<file path="config.mk">
export PLATFORM = sky130hd
export DESIGN_NAME = named_timer_bank_core
export DESIGN_NICKNAME = d
export VERILOG_FILES = /design/src/rtl/core/ntb_pkg.sv /design/src/rtl/core/named_timer_bank_core.sv /design/src/rtl/core/ntb_ram.sv /design/src/rtl/core/ntb_front.sv /design/src/rtl/core/ntb_back.sv
export SDC_FILE = /design/constraint.sdc
export NUM_CORES = 2
export LEC_CHECK = 0
export BUFFER_PORTS_ARGS = -buffer_cell sky130_fd_sc_hd__buf_2
export CAP_MARGIN = 10
export CORE_MARGIN = 2
export CORE_UTILIZATION = 45
export CTS_BUF_LIST = sky130_fd_sc_hd__clkbuf_4
export DETAILED_ROUTE_END_ITERATION = 12
export HOLD_SLACK_MARGIN = 0.15
export PLACE_DENSITY = 0.7
export RECOVER_POWER = 50
export SLEW_MARGIN = 30
export SYNTH_ARGS = -nofsm -noshare
export SYNTH_HDL_FRONTEND = slang
export SYNTH_SLANG_ARGS = --single-unit
</file>
<file path="constraint.sdc">
create_clock -name clk_i -period 11.5 [get_ports clk_i]
set_input_delay 0 -clock clk_i [delete_from_list [all_inputs] [get_ports clk_i]]
set_output_delay 0 -clock clk_i [all_outputs]
set_load 0.005 [all_outputs]
</file>
<file path="src/rtl/core/ntb_pkg.sv">
// Types, constants and field layouts of the named timer bank.
`timescale 1ns / 1ps
`default_nettype none

package ntb_pkg;

  localparam int unsigned NumTimersDefault = 8;
  localparam int unsigned IdW      = 16;
  localparam int unsigned TimeW    = 32;
  localparam int unsigned DeltaW   = 31;
  localparam int unsigned FuncW    = 2;
  localparam int unsigned KindW    = 2;
  localparam int unsigned StatusW  = 3;
  localparam int unsigned InDataW  = 152;
  localparam int unsigned OutDataW = 120;

  localparam int unsigned QueueDepth = 2;
  localparam int unsigned QueuePtrW  = (QueueDepth > 1) ? $clog2(QueueDepth) : 1;
  localparam int unsigned QueueCntW  = $clog2(QueueDepth + 1);

  typedef enum logic [FuncW-1:0] {
    FuncAdd  = 2'd0,
    FuncGet  = 2'd1,
    FuncTick = 2'd2
  } func_e;

  typedef enum logic [KindW-1:0] {
    KindAdd    = 2'd0,
    KindGet    = 2'd1,
    KindExpiry = 2'd2
  } kind_e;

  typedef enum logic [StatusW-1:0] {
    StAdded    = 3'd0,
    StDup      = 3'd1,
    StFull     = 3'd2,
    StFound    = 3'd3,
    StNotFound = 3'd4
  } status_e;

  typedef struct packed {
    func_e              op;
    logic [IdW-1:0]     id;
    logic               dir;
    logic [TimeW-1:0]   init_time;
    logic [TimeW-1:0]   reload_time;
    logic [TimeW-1:0]   goal_time;
    logic               en;
    logic               one;
    logic [DeltaW-1:0]  delta;
  } cmd_t;

  typedef struct packed {
    logic [IdW-1:0]   id;
    logic             dir;
    logic             en;
    logic             one;
    logic [TimeW-1:0] cur;
    logic [TimeW-1:0] reload;
    logic [TimeW-1:0] goal;
  } slot_t;

  typedef struct packed {
    kind_e            kind;
    status_e          status;
    logic [IdW-1:0]   id;
    logic             dir;
    logic [TimeW-1:0] cur;
    logic [TimeW-1:0] reload;
    logic [TimeW-1:0] goal;
    logic             en;
    logic             one;
    logic             last;
  } result_t;

endpackage

`default_nettype wire

</file>
<file path="src/rtl/core/named_timer_bank_core.sv">
// Commands are worked one at a time: the sequencer takes the next word from the command
// queue only from idle, while the queue still accepts words until it is full. Each slot
// visit is a read of the slot RAM followed by an id compare or a saturating add and compare.
// A tick also waits on the output port when two expiry words are pending.
// Reset clears the slot valid bits, the command queue and the sequencer; the slot
// RAM itself is not cleared, and no clearing pass runs after reset.
`timescale 1ns / 1ps
`default_nettype none

module named_timer_bank_core #(
  parameter int unsigned NUM_TIMERS = ntb_pkg::NumTimersDefault
) (
  input  wire logic                          clk_i,
  input  wire logic                          rst_ni,
  input  wire logic                          s_axis_tvalid_i,
  output logic                               s_axis_tready_o,
  // timer_id, count_dir, initial_time, reload_time, goal_time, run_enable,
  // one_shot, delta_time, zero pad
  input  wire logic [ntb_pkg::InDataW-1:0]   s_axis_tdata_i,
  // func
  input  wire logic [ntb_pkg::FuncW-1:0]     s_axis_tuser_i,
  output logic                               m_axis_tvalid_o,
  input  wire logic                          m_axis_tready_i,
  // status, out_id, out_dir, out_current, out_reload, out_goal, out_enable,
  // out_one_shot, zero pad
  output logic [ntb_pkg::OutDataW-1:0]       m_axis_tdata_o,
  // result_kind
  output logic [ntb_pkg::KindW-1:0]          m_axis_tuser_o,
  output logic                               m_axis_tlast_o
);

  logic              cmd_valid;
  ntb_pkg::cmd_t     cmd;
  logic              cmd_pop;
  ntb_pkg::result_t  result;

  ntb_front u_front (
    .clk_i           (clk_i),
    .rst_ni          (rst_ni),
    .s_axis_tvalid_i (s_axis_tvalid_i),
    .s_axis_tready_o (s_axis_tready_o),
    .s_axis_tdata_i  (s_axis_tdata_i),
    .s_axis_tuser_i  (s_axis_tuser_i),
    .cmd_valid_o     (cmd_valid),
    .cmd_o           (cmd),
    .cmd_pop_i       (cmd_pop)
  );

  ntb_back #(
    .NUM_TIMERS (NUM_TIMERS)
  ) u_back (
    .clk_i       (clk_i),
    .rst_ni      (rst_ni),
    .cmd_valid_i (cmd_valid),
    .cmd_i       (cmd),
    .cmd_pop_o   (cmd_pop),
    .m_valid_o   (m_axis_tvalid_o),
    .m_ready_i   (m_axis_tready_i),
    .result_o    (result)
  );

  assign m_axis_tdata_o = {2'b00, result.one, result.en, result.goal, result.reload,
                           result.cur, result.dir, result.id, result.status};
  assign m_axis_tuser_o = result.kind;
  assign m_axis_tlast_o = result.last;

endmodule

`default_nettype wire

</file>
<file path="src/rtl/core/ntb_ram.sv">
// Generic single-write, single-read RAM with registered read data.
`timescale 1ns / 1ps
`default_nettype none

module ntb_ram #(
  parameter int unsigned Width = 8,
  parameter int unsigned Depth = 8
) (
  input  wire logic                                   clk_i,
  input  wire logic                                   we_i,
  input  wire logic [((Depth > 1) ? $clog2(Depth) : 1)-1:0] waddr_i,
  input  wire logic [Width-1:0]                       wdata_i,
  input  wire logic                                   re_i,
  input  wire logic [((Depth > 1) ? $clog2(Depth) : 1)-1:0] raddr_i,
  output logic      [Width-1:0]                       rdata_o
);

  logic [Width-1:0] mem_q [Depth];

  always_ff @(posedge clk_i) begin
    if (we_i) begin
      mem_q[waddr_i] <= wdata_i;
    end
    if (re_i) begin
      rdata_o <= mem_q[raddr_i];
    end
  end

endmodule

`default_nettype wire

</file>
<file path="src/rtl/core/ntb_front.sv">
// Input side: unpacks and classifies words and queues commands for the back end.
`timescale 1ns / 1ps
`default_nettype none

module ntb_front (
  input  wire logic                          clk_i,
  input  wire logic                          rst_ni,
  input  wire logic                          s_axis_tvalid_i,
  output logic                               s_axis_tready_o,
  input  wire logic [ntb_pkg::InDataW-1:0]   s_axis_tdata_i,
  input  wire logic [ntb_pkg::FuncW-1:0]     s_axis_tuser_i,
  output logic                               cmd_valid_o,
  output ntb_pkg::cmd_t                      cmd_o,
  input  wire logic                          cmd_pop_i
);

  ntb_pkg::cmd_t                       cmd_in;
  ntb_pkg::cmd_t                       queue_q [ntb_pkg::QueueDepth];
  logic [ntb_pkg::QueuePtrW-1:0]       wr_ptr_q, wr_ptr_d;
  logic [ntb_pkg::QueuePtrW-1:0]       rd_ptr_q, rd_ptr_d;
  logic [ntb_pkg::QueueCntW-1:0]       cnt_q, cnt_d;
  logic                                known_op;
  logic                                push;
  logic                                pop;

  always_comb begin
    cmd_in.op          = ntb_pkg::func_e'(s_axis_tuser_i);
    cmd_in.id          = s_axis_tdata_i[15:0];
    cmd_in.dir         = s_axis_tdata_i[16];
    cmd_in.init_time   = s_axis_tdata_i[48:17];
    cmd_in.reload_time = s_axis_tdata_i[80:49];
    cmd_in.goal_time   = s_axis_tdata_i[112:81];
    cmd_in.en          = s_axis_tdata_i[113];
    cmd_in.one         = s_axis_tdata_i[114];
    cmd_in.delta       = s_axis_tdata_i[145:115];
  end

  // The unused function code is taken and dropped without a result.
  always_comb begin
    case (cmd_in.op)
      ntb_pkg::FuncAdd:  known_op = 1'b1;
      ntb_pkg::FuncGet:  known_op = 1'b1;
      ntb_pkg::FuncTick: known_op = 1'b1;
      default:           known_op = 1'b0;
    endcase
  end

  assign s_axis_tready_o = (cnt_q != ntb_pkg::QueueCntW'(ntb_pkg::QueueDepth));
  assign push            = s_axis_tvalid_i && s_axis_tready_o && known_op;
  assign cmd_valid_o     = (cnt_q != '0);
  assign pop             = cmd_pop_i && cmd_valid_o;
  assign cmd_o           = queue_q[rd_ptr_q];

  always_comb begin
    wr_ptr_d = wr_ptr_q;
    rd_ptr_d = rd_ptr_q;
    cnt_d    = cnt_q;
    if (push) begin
      wr_ptr_d = (wr_ptr_q == ntb_pkg::QueuePtrW'(ntb_pkg::QueueDepth - 1)) ?
                 '0 : wr_ptr_q + 1'b1;
    end
    if (pop) begin
      rd_ptr_d = (rd_ptr_q == ntb_pkg::QueuePtrW'(ntb_pkg::QueueDepth - 1)) ?
                 '0 : rd_ptr_q + 1'b1;
    end
    if (push && !pop) begin
      cnt_d = cnt_q + 1'b1;
    end else if (pop && !push) begin
      cnt_d = cnt_q - 1'b1;
    end
  end

  always_ff @(posedge clk_i or negedge rst_ni) begin
    if (!rst_ni) begin
      wr_ptr_q <= '0;
      rd_ptr_q <= '0;
      cnt_q    <= '0;
    end else begin
      wr_ptr_q <= wr_ptr_d;
      rd_ptr_q <= rd_ptr_d;
      cnt_q    <= cnt_d;
    end
  end

  always_ff @(posedge clk_i) begin
    if (push) begin
      queue_q[wr_ptr_q] <= cmd_in;
    end
  end

endmodule

`default_nettype wire

</file>
<file path="src/rtl/core/ntb_back.sv">
// Execution side: slot store, slot scan sequencer and the output register.
`timescale 1ns / 1ps
`default_nettype none

module ntb_back #(
  parameter int unsigned NUM_TIMERS = ntb_pkg::NumTimersDefault
) (
  input  wire logic            clk_i,
  input  wire logic            rst_ni,
  input  wire logic            cmd_valid_i,
  input  wire ntb_pkg::cmd_t   cmd_i,
  output logic                 cmd_pop_o,
  output logic                 m_valid_o,
  input  wire logic            m_ready_i,
  output ntb_pkg::result_t     result_o
);

  localparam int unsigned SlotW = (NUM_TIMERS > 1) ? $clog2(NUM_TIMERS) : 1;
  localparam int unsigned SlotDataW = $bits(ntb_pkg::slot_t);
  localparam logic [SlotW-1:0] LastSlot = SlotW'(NUM_TIMERS - 1);

  localparam logic [2:0] S_IDLE = 3'd0;
  localparam logic [2:0] S_SRD  = 3'd1;
  localparam logic [2:0] S_SEX  = 3'd2;
  localparam logic [2:0] S_RES  = 3'd3;
  localparam logic [2:0] S_TRD  = 3'd4;
  localparam logic [2:0] S_TEX  = 3'd5;
  localparam logic [2:0] S_TFIN = 3'd6;

  logic [2:0]               state_q, state_d;
  logic [SlotW-1:0]         idx_q, idx_d;
  ntb_pkg::cmd_t            cmd_q, cmd_d;
  logic                     found_q, found_d;
  logic                     free_found_q, free_found_d;
  logic [SlotW-1:0]         free_idx_q, free_idx_d;
  ntb_pkg::slot_t           hit_q, hit_d;
  logic [NUM_TIMERS-1:0]    valid_q, valid_d;
  logic                     pend_q, pend_d;
  logic [ntb_pkg::IdW-1:0]  pend_id_q, pend_id_d;
  logic                     out_valid_q, out_valid_d;
  ntb_pkg::result_t         out_q, out_d;

  logic                     ram_we, ram_re;
  logic [SlotW-1:0]         ram_waddr;
  ntb_pkg::slot_t           ram_wdata, rd_slot, new_slot, upd_slot;
  logic [SlotDataW-1:0]     ram_rdata;

  logic                     out_free;
  logic [ntb_pkg::TimeW:0]  up_sum, dn_diff;
  logic signed [ntb_pkg::TimeW-1:0] next_cur;
  logic                     tick_hit;
  logic                     active;

  ntb_ram #(
    .Width (SlotDataW),
    .Depth (NUM_TIMERS)
  ) u_slot_ram (
    .clk_i   (clk_i),
    .we_i    (ram_we),
    .waddr_i (ram_waddr),
    .wdata_i (ram_wdata),
    .re_i    (ram_re),
    .raddr_i (idx_q),
    .rdata_o (ram_rdata)
  );

  assign rd_slot  = ntb_pkg::slot_t'(ram_rdata);
  assign out_free = !out_valid_q || m_ready_i;
  assign active   = valid_q[idx_q] && rd_slot.en;

  // One saturating add or subtract, chosen by direction, and one goal compare per visited slot.
  always_comb begin
    up_sum  = {rd_slot.cur[ntb_pkg::TimeW-1], rd_slot.cur} +
              {2'b00, cmd_q.delta};
    dn_diff = {rd_slot.cur[ntb_pkg::TimeW-1], rd_slot.cur} -
              {2'b00, cmd_q.delta};
    if (rd_slot.dir) begin
      next_cur = (dn_diff[ntb_pkg::TimeW] != dn_diff[ntb_pkg::TimeW-1]) ?
                 32'sh8000_0000 : $signed(dn_diff[ntb_pkg::TimeW-1:0]);
      tick_hit = (next_cur <= $signed(rd_slot.goal));
    end else begin
      next_cur = (up_sum[ntb_pkg::TimeW] != up_sum[ntb_pkg::TimeW-1]) ?
                 32'sh7FFF_FFFF : $signed(up_sum[ntb_pkg::TimeW-1:0]);
      tick_hit = (next_cur >= $signed(rd_slot.goal));
    end
    upd_slot     = rd_slot;
    upd_slot.cur = tick_hit ? rd_slot.reload : next_cur;
  end

  always_comb begin
    new_slot.id     = cmd_q.id;
    new_slot.dir    = cmd_q.dir;
    new_slot.en     = cmd_q.en;
    new_slot.one    = cmd_q.one;
    new_slot.cur    = cmd_q.init_time;
    new_slot.reload = cmd_q.reload_time;
    new_slot.goal   = cmd_q.goal_time;
  end

  always_comb begin
    state_d      = state_q;
    idx_d        = idx_q;
    cmd_d        = cmd_q;
    found_d      = found_q;
    free_found_d = free_found_q;
    free_idx_d   = free_idx_q;
    hit_d        = hit_q;
    valid_d      = valid_q;
    pend_d       = pend_q;
    pend_id_d    = pend_id_q;
    out_valid_d  = out_valid_q;
    out_d        = out_q;
    ram_we       = 1'b0;
    ram_re       = 1'b0;
    ram_waddr    = idx_q;
    ram_wdata    = upd_slot;
    cmd_pop_o    = 1'b0;

    if (out_valid_q && m_ready_i) begin
      out_valid_d = 1'b0;
    end

    case (state_q)
      S_IDLE: begin
        if (cmd_valid_i) begin
          cmd_pop_o    = 1'b1;
          cmd_d        = cmd_i;
          idx_d        = '0;
          found_d      = 1'b0;
          free_found_d = 1'b0;
          pend_d       = 1'b0;
          state_d      = (cmd_i.op == ntb_pkg::FuncTick) ? S_TRD : S_SRD;
        end
      end
      S_SRD: begin
        ram_re  = 1'b1;
        state_d = S_SEX;
      end
      S_SEX: begin
        if (valid_q[idx_q] && (rd_slot.id == cmd_q.id)) begin
          found_d = 1'b1;
          hit_d   = rd_slot;
          state_d = S_RES;
        end else begin
          if (!valid_q[idx_q] && !free_found_q) begin
            free_found_d = 1'b1;
            free_idx_d   = idx_q;
          end
          if (idx_q == LastSlot) begin
            state_d = S_RES;
          end else begin
            idx_d   = idx_q + 1'b1;
            state_d = S_SRD;
          end
        end
      end
      S_RES: begin
        if (out_free) begin
          out_valid_d = 1'b1;
          out_d       = '0;
          out_d.id    = cmd_q.id;
          out_d.last  = 1'b1;
          if (cmd_q.op == ntb_pkg::FuncAdd) begin
            out_d.kind = ntb_pkg::KindAdd;
            if (found_q) begin
              out_d.status = ntb_pkg::StDup;
            end else if (free_found_q) begin
              out_d.status        = ntb_pkg::StAdded;
              ram_we              = 1'b1;
              ram_waddr           = free_idx_q;
              ram_wdata           = new_slot;
              valid_d[free_idx_q] = 1'b1;
            end else begin
              out_d.status = ntb_pkg::StFull;
            end
          end else begin
            out_d.kind = ntb_pkg::KindGet;
            if (found_q) begin
              out_d.status = ntb_pkg::StFound;
              out_d.dir    = hit_q.dir;
              out_d.cur    = hit_q.cur;
              out_d.reload = hit_q.reload;
              out_d.goal   = hit_q.goal;
              out_d.en     = hit_q.en;
              out_d.one    = hit_q.one;
            end else begin
              out_d.status = ntb_pkg::StNotFound;
            end
          end
          state_d = S_IDLE;
        end
      end
      S_TRD: begin
        ram_re  = 1'b1;
        state_d = S_TEX;
      end
      S_TEX: begin
        // An expiry is held back one event so that the final one can carry last.
        if (!(active && tick_hit && pend_q && !out_free)) begin
          if (active) begin
            ram_we = 1'b1;
            if (tick_hit) begin
              if (pend_q) begin
                out_valid_d = 1'b1;
                out_d       = '0;
                out_d.kind  = ntb_pkg::KindExpiry;
                out_d.id    = pend_id_q;
              end
              pend_d    = 1'b1;
              pend_id_d = rd_slot.id;
              if (rd_slot.one) begin
                valid_d[idx_q] = 1'b0;
              end
            end
          end
          if (idx_q == LastSlot) begin
            state_d = S_TFIN;
          end else begin
            idx_d   = idx_q + 1'b1;
            state_d = S_TRD;
          end
        end
      end
      S_TFIN: begin
        if (!pend_q) begin
          state_d = S_IDLE;
        end else if (out_free) begin
          out_valid_d = 1'b1;
          out_d       = '0;
          out_d.kind  = ntb_pkg::KindExpiry;
          out_d.id    = pend_id_q;
          out_d.last  = 1'b1;
          pend_d      = 1'b0;
          state_d     = S_IDLE;
        end
      end
      default: begin
        state_d = S_IDLE;
      end
    endcase
  end

  always_ff @(posedge clk_i or negedge rst_ni) begin
    if (!rst_ni) begin
      state_q     <= S_IDLE;
      valid_q     <= '0;
      pend_q      <= 1'b0;
      out_valid_q <= 1'b0;
    end else begin
      state_q     <= state_d;
      valid_q     <= valid_d;
      pend_q      <= pend_d;
      out_valid_q <= out_valid_d;
    end
  end

  always_ff @(posedge clk_i) begin
    idx_q        <= idx_d;
    cmd_q        <= cmd_d;
    found_q      <= found_d;
    free_found_q <= free_found_d;
    free_idx_q   <= free_idx_d;
    hit_q        <= hit_d;
    pend_id_q    <= pend_id_d;
    out_q        <= out_d;
  end

  assign m_valid_o = out_valid_q;
  assign result_o  = out_q;

endmodule

`default_nettype wire

</file>
* Yosys cells after proc, flatten, opt, wreduce, memory -nomap -nowiden
Memories as Yosys holds them, arrays and structs flattened. A register that Yosys moved wholly into a read port is not among the register bits.
Index checks and enable logic that the tools add are counted.
** Word-level totals
- Word-level logic and storage cells :: 227
- Output and inout port bits :: 125
- Memories :: 2
- RAM bits :: 1216
- Bits in registers :: 409
- Input bits :: 158
** Operators by class
- $lt $le $gt $ge :: 6
- Reduce and logical (&&, ||, !) cells :: 44
- Mux-type cells :: 97
- Equality and inequality tests :: 29
- Add/sub/neg operators :: 7
- Bitwise logic cells :: 5
** Memories
- u_back.u_slot_ram.mem_q :: words 8, width 115, rd ports 1, clocked after Yosys merged registers in 1, write ports 1, line ntb_ram.sv:18 : logic [Width-1:0] mem_q [Depth];
- u_front.queue_q :: words 2, width 148, rd ports 1, clocked after Yosys merged registers in 0, write ports 1, line ntb_front.sv:18 : ntb_pkg::cmd_t queue_q [ntb_pkg::QueueDepth];
** Operators by type and width (count)
- $mux 121 :: 7
- $mux 115 :: 5
- $pmux 121 s3 :: 1
- $mux 99 :: 2
- $mux 32 :: 4
- $mux 8 :: 8
- $mux 3 :: 17
- $mux 1 :: 36
- $add 32x32->33 :: 1
- $sub 32x32->33 :: 1
- $ge 32x32->1 :: 1
- $le 32x32->1 :: 1
- $pmux 3 s7 :: 1
- $ne 2x1->1 const B :: 10
- $eq 16x16->1 :: 1
- $pmux 8 s2 :: 1
- $logic_and 1x1->1 :: 14
- $eq 3x3->1 const B :: 4
- $ne 2x2->1 const B :: 6
- $reduce_and 4->1 :: 3
- $mux 2 :: 5
- $pmux 3 s3 :: 1
- $reduce_and 9->1 :: 1
- $reduce_bool 3->1 :: 3
- 31 further kinds :: 54

* Longest topological paths before layout
- Depth in word-level cells :: 12
- Gate-level depth with buffers :: 29
- Depth with buffers taken out :: 27

* By module
From an unflattened synthesis, not the netlist that was laid out.
** Second synthesis, totals
- Cell total of the unflattened synthesis :: 3836
- Area, all modules :: 70870.5 um2
** By module, submodules not included
- ntb_ram :: sequential area each 31079.8 um2, instances 1, area an instance 38399.3 um2, cells each 1458
- ntb_back :: sequential area each 12096.6 um2, instances 1, area an instance 21145.3 um2, cells each 1894
- ntb_front :: sequential area each 8988.6 um2, instances 1, area an instance 11307.1 um2, cells each 481
- named_timer_bank_core :: sequential area each 0.0 um2, instances 1, area an instance 18.8 um2, cells each 3

* Worst setup path after synthesis
OpenSTA, ideal clock, no wires.
- Kind :: register to register
- Start point :: reg u_back.u_slot_ram.rdata_o[64] (read register of u_back.u_slot_ram.mem_q)
- End point :: reg u_back.out_q (netlist bit u_back.result_o[0]) (enable)
- Setup slack :: -0.130 ns
- Clock period less this slack :: 11.630 ns
- Arrival :: 11.028 ns
- Library setup time :: 0.602 ns
- Stages on the path, launching flop included :: 28
- Path buffers :: 4
- Data required time :: 10.898 ns
- Cell sequence :: edfxtp_1 > ha_1 > fa_1 > nor2b_1 > o21a_1 > or4b_4 > a21oi_1 > a21oi_1 > o41ai_1 > o21ba_2 > nor2_1 > nor3b_1 > ha_1 > clkbuf_1 > clkinv_1 > buf_2 > clkbuf_1 > nand2_1 > ha_1 > nand4_1 > nor4_1 > o21ai_0 > a31oi_1 > a211oi_1 > a211oi_4 > buf_2 > a32oi_1 > nor2_1
** On the way
- Word-level cells in the longest chain between the ends :: 10
- Elaborated cells on any way between the ends :: 15
- Classes of those cells :: add/sub: 2; order compare: 2; eq/ne: 4; mux: 3; reduce/logical: 4
** RTL lines
- start, declared :: line ntb_ram.sv:15 : output logic [Width-1:0] rdata_o
- $add 32x32->33 / $sub 32x32->33 (equally long branches) :: line ntb_back.sv:73, ntb_back.sv:75
- $ne 1x1->1, on equally long branches :: line ntb_back.sv:82, ntb_back.sv:78
- $mux 32, on equally long branches :: line ntb_back.sv:82, ntb_back.sv:78
- $ge 32x32->1 / $le 32x32->1 (equally long branches) :: line ntb_back.sv:84, ntb_back.sv:80
- $mux 1 (*) :: line ntb_back.sv:77 : if (rd_slot.dir) begin
- $logic_and 1x1->1 (3 in a row) :: line ntb_back.sv:199 : if (!(active && tick_hit && pend_q && !out_free)) begin
- $ne 2x2->1 (no line)
- $reduce_and 8->1 (no line) (*)
- end signal, assigned :: line ntb_back.sv:265 : out_q <= out_d;
- end, declared :: line ntb_back.sv:41 : ntb_pkg::result_t out_q, out_d;
Mark *: on every way between the ends. The rest lies on a longest branch, timed or not.
A chain may end at the register's enable or synchronous reset.

* Final worst setup path
- Start point :: reg u_back.u_slot_ram.rdata_o[64] (read register of u_back.u_slot_ram.mem_q)
- End point :: mem u_back.u_slot_ram.mem_q[7][84] in the netlist's numbering (enable)
** On the way
- Word-level cells in the longest chain between the ends :: 12
- Elaborated cells on any way between the ends :: 16
- Classes of those cells :: add/sub: 2; order compare: 2; eq/ne: 2; mux: 7; reduce/logical: 3
** RTL lines
- $add 32x32->33 / $sub 32x32->33 (equally long branches) :: line ntb_back.sv:73, ntb_back.sv:75
- $ne 1x1->1, on equally long branches :: line ntb_back.sv:82, ntb_back.sv:78
- $mux 32, on equally long branches :: line ntb_back.sv:82, ntb_back.sv:78
- $ge 32x32->1 / $le 32x32->1 (equally long branches) :: line ntb_back.sv:84, ntb_back.sv:80
- $mux 1 (*) :: line ntb_back.sv:77
- $logic_and 1x1->1 (*) (3 in a row) :: line ntb_back.sv:199
- $mux 1 (*) :: line ntb_back.sv:199
- $pmux 1 s2 (*) :: line ntb_back.sv:123 : case (state_q)
- $mux 1 (*) :: line ntb_ram.sv:21 : if (we_i) begin
- $mux 1 (implied by the code) (*) :: line ntb_ram.sv:22 : mem_q[waddr_i] <= wdata_i;
- end, declared :: line ntb_ram.sv:18
Marks and branches as above.

==> flow_metrics.py <==
metrics = {
    "logic_synthesis": {
        "ys_types": 81,
        "ys_async_sr_fraction_pct": 0.977,
        "yosys_warnings": 0,
        "yosysTopAreaCellShare_pct": 76.5,
        "synth.avg_cell_area_sq_um": 16.4,
        "synthTopCellsByArea": "edfxtp_1 (77%), a22oi_1 (5.2%), mux2_2 (2.6%), ha_1 (2.4%), nand2_1 (1.9%)",
        "ys.flop_type": "edfxtp_1",
        "yosys.area.top_type": "edfxtp_1",
        "syn_area_sq_um": 67600,
        "ys_top_cells_by_count": "edfxtp_1 (1723), a22oi_1 (464), nand2_1 (334), clkbuf_1 (169), mux2_2 (155)",
        "synth_edf_count": 1723,
        "ys_seq_elements": 1740,
        "synth_cells": 4117,
        "yosysMostFrequentCell": "edfxtp_1",
        "yosysSeqAreaShare_pct": 77.1,
    },
    "cells_and_area": {
        "finalNetCount": 5423,
        "syn_to_final_growth_pct": 19.6,
        "fin_cells": 7407,
        "drive_gt1_share_pct": 18.7,
    },
    "timing": {
        "skew_ns": 0.117,
        "rsz0062_at_grt": "no",
        "max_freq_mhz": 108,
        "period_share_pct": 80.6,
        "max_slew_margin_pct": -499,
        "holdWs_ns": 0.317,
        "setup_ws_ns": 2.24,
        "tns_ns": 0,
        "setup_violations": 0,
        "tightest_slew_ns": 8.98,
        "min_period_ns": 9.26,
        "hold_violations": 0,
        "slew_violations": 1066,
    },
    "global_route": {
        "grt_pass1_vias": 41800,
        "grt_usage_pct": 23.1,
        "met2_usage_pct": 37.7,
        "grt_max_degree": 132,
        "busiest_layer": "met2",
        "use_met3_pct": 5.39,
        "antenna_found_initial": 12,
        "grt-ovfl-total": 0,
        "grt_pass1_wl_microns": 262000,
        "grt_use_met1_pct": 30.0,
    },
    "pwr": {
        "peakVddDrop_mv": 0.101,
        "p_leak_uw": 0.0255,
        "power_density_nw_per_um2": 154,
    },
    "critical_path": {
        "arrival_ns": 10.17,
        "critPathSlowestCell": "o41ai_1",
        "setup.worst_path.class": "flip-flop to flip-flop",
        "max_stage_delay_ns": 0.69,
        "cp-end-kind": "flip-flop",
        "crit_family": "compound AO/OA/AOI/OAI gates",
        "path_max_fanout": 29,
        "cp_data_required_time_ns": 12.40,
        "cp-start-kind": "flip-flop",
        "cp_num_buf_inv": 3,
    },
    "floorplan": {
        "dieArea_sq_um": 153000,
        "io_pins": 283,
        "num_rows": 142,
        "die_h_microns": 392,
        "start_util_pct": 45.2,
        "die_w_microns": 392,
        "coreArea_sq_um": 150000,
    },
    "detailed_routing": {
        "num_vias": 41300,
        "routedWlPerCell_microns": 24.2,
        "wirelength_microns": 179000,
        "drt_iter0_drc": 4282,
        "route.detailed.drc": 0,
        "ant_nets": 0,
        "dr.pass1.iters": 6,
        "avgViaCountPerCell": 5.58,
    },
    "cts": {
        "cts.sinks": 1740,
        "cts.hold.buffers_added": 452,
        "worstSkewPairLatency_ns": 1.37,
        "cts_tree": "built",
        "cts_root_buffer": "clkbuf_4",
        "cts_resized": 0,
        "clk_path_buf_depth": 4,
        "cts_buffers": 432,
        "h-tree-depth": 5,
        "cts_setup_buffers": 0,
        "path_clk_slew_ns": 0.06,
    },
    "status": {
        "status": "finished, violations left",
        "violations": "capacitance limit, slew limit",
    },
    "place": {
        "dp_hpwl_microns": 103000,
        "post-place-ws_ns": 2.49,
        "placed_cells": 6263,
        "gp_congestion": 0.946,
        "io_buffers": 274,
    },
    "run": {
        "drv_cap": 20,
    },
    "worst_hold_path": {
        "hp-class": "input port to flip-flop",
    },
}
-- metrics by stage --
| step | utilization [%] | power, uW | cell area, sq um |
|---|---|---|---|
| 5_1_grt | 54.1 | 12900 | 80900 |
| 6_report | 54.1 | 12400 | 80900 |
| 3_5_place_dp | 47.8 | 7580 | 71500 |
| 2_1_floorplan | - | 7480 | 67600 |
| 4_1_cts | 54.2 | 12500 | 81100 |
| 3_3_place_gp | 47.8 | 7560 | 71500 |
-- layout make-up --
class | instances | area [sq um]
clock inverters | 82 | 478
multi-input cells | 2054 | 14300
clock buffers | 601 | 4510
repair buffers | 788 | 6410
flip-flops and latches | 1740 | 52200
well taps | 2016 | 2520
diodes | 9 | 22.5
inverters | 117 | 443
fillers | 12000 | 68700
-- worst paths after layout --
path                       slack (ns)                           from                             end  cells after the start
max in group asynchronous       10.44                         rst_ni                   u_back.pend_q                      4
max reg2reg                      2.24  u_back.u_slot_ram.rdata_o[64]  u_back.u_slot_ram.mem_q[7][84]                     26
max                              2.24  u_back.u_slot_ram.rdata_o[64]  u_back.u_slot_ram.mem_q[7][84]                     26
min                              0.32                m_axis_tready_i                u_back.m_valid_o                      5
min in group asynchronous        0.50                         rst_ni               u_back.valid_q[6]                      4
min reg2reg                      0.44  u_back.u_slot_ram.rdata_o[19]                u_back.hit_q[19]                      0
-- cells in the final DEF, fill, tap and decap left out, drive strengths merged, types with 76 or more instances in the layout --
| master | n |
|---|---|
| a22oi | 464 |
| edfxtp | 1723 |
| o21ai | 76 |
| ha | 130 |
| nand2 | 335 |
| and2 | 113 |
| nand4 | 129 |
| buf | 230 |
| inv | 117 |
| clkbuf | 707 |
| dlygate4sd3 | 452 |
| mux2 | 155 |
| nor2 | 141 |
| a21oi | 88 |
-- routing by layer --
metal  wire length (microns)  share of wire [%]
met4                    5550                3.1
met3                   16300                9.1
met5                      29              0.016
met1                   70300                 39
met2                   86800                 48
-- where the power goes --
part | internal (uW) | switching (uW) | leakage, uW
logic | 179 | 206 | 0.00917
registers | 7150 | 43.9 | 0.0133
clock network | 2500 | 2340 | 0.00299
-- worst min-delay path: stages --
cell and delay, ns:
dlygate4sd3_1 0.51, buf_2 0.10, dlygate4sd3_1 0.58, nand2b_1 0.24, nand2_1 0.08
-- registers in the layout, indices dropped and copies added, names as in the netlist, 8 cells and up --
signal / flops
u_back.cmd_q: 148
u_back.hit_q: 99
u_back.pend_id_q: 16
u_back.result_o: 121
u_back.u_slot_ram.mem_q: 920
u_back.u_slot_ram.rdata_o: 115
u_back.valid_q: 8
u_front.queue_q: 296
-- kinds of logic after synthesis --
family | synth area share [%]
flops | 77.1
simple gates | 6.31
compound gates | 8.51
buf+inv | 1.88
mux | 2.84
fa+ha+maj | 2.46
xor+xnor | 0.855
other cells | 0.00555
No activity file was read; power rests on OpenSTA's default activity.
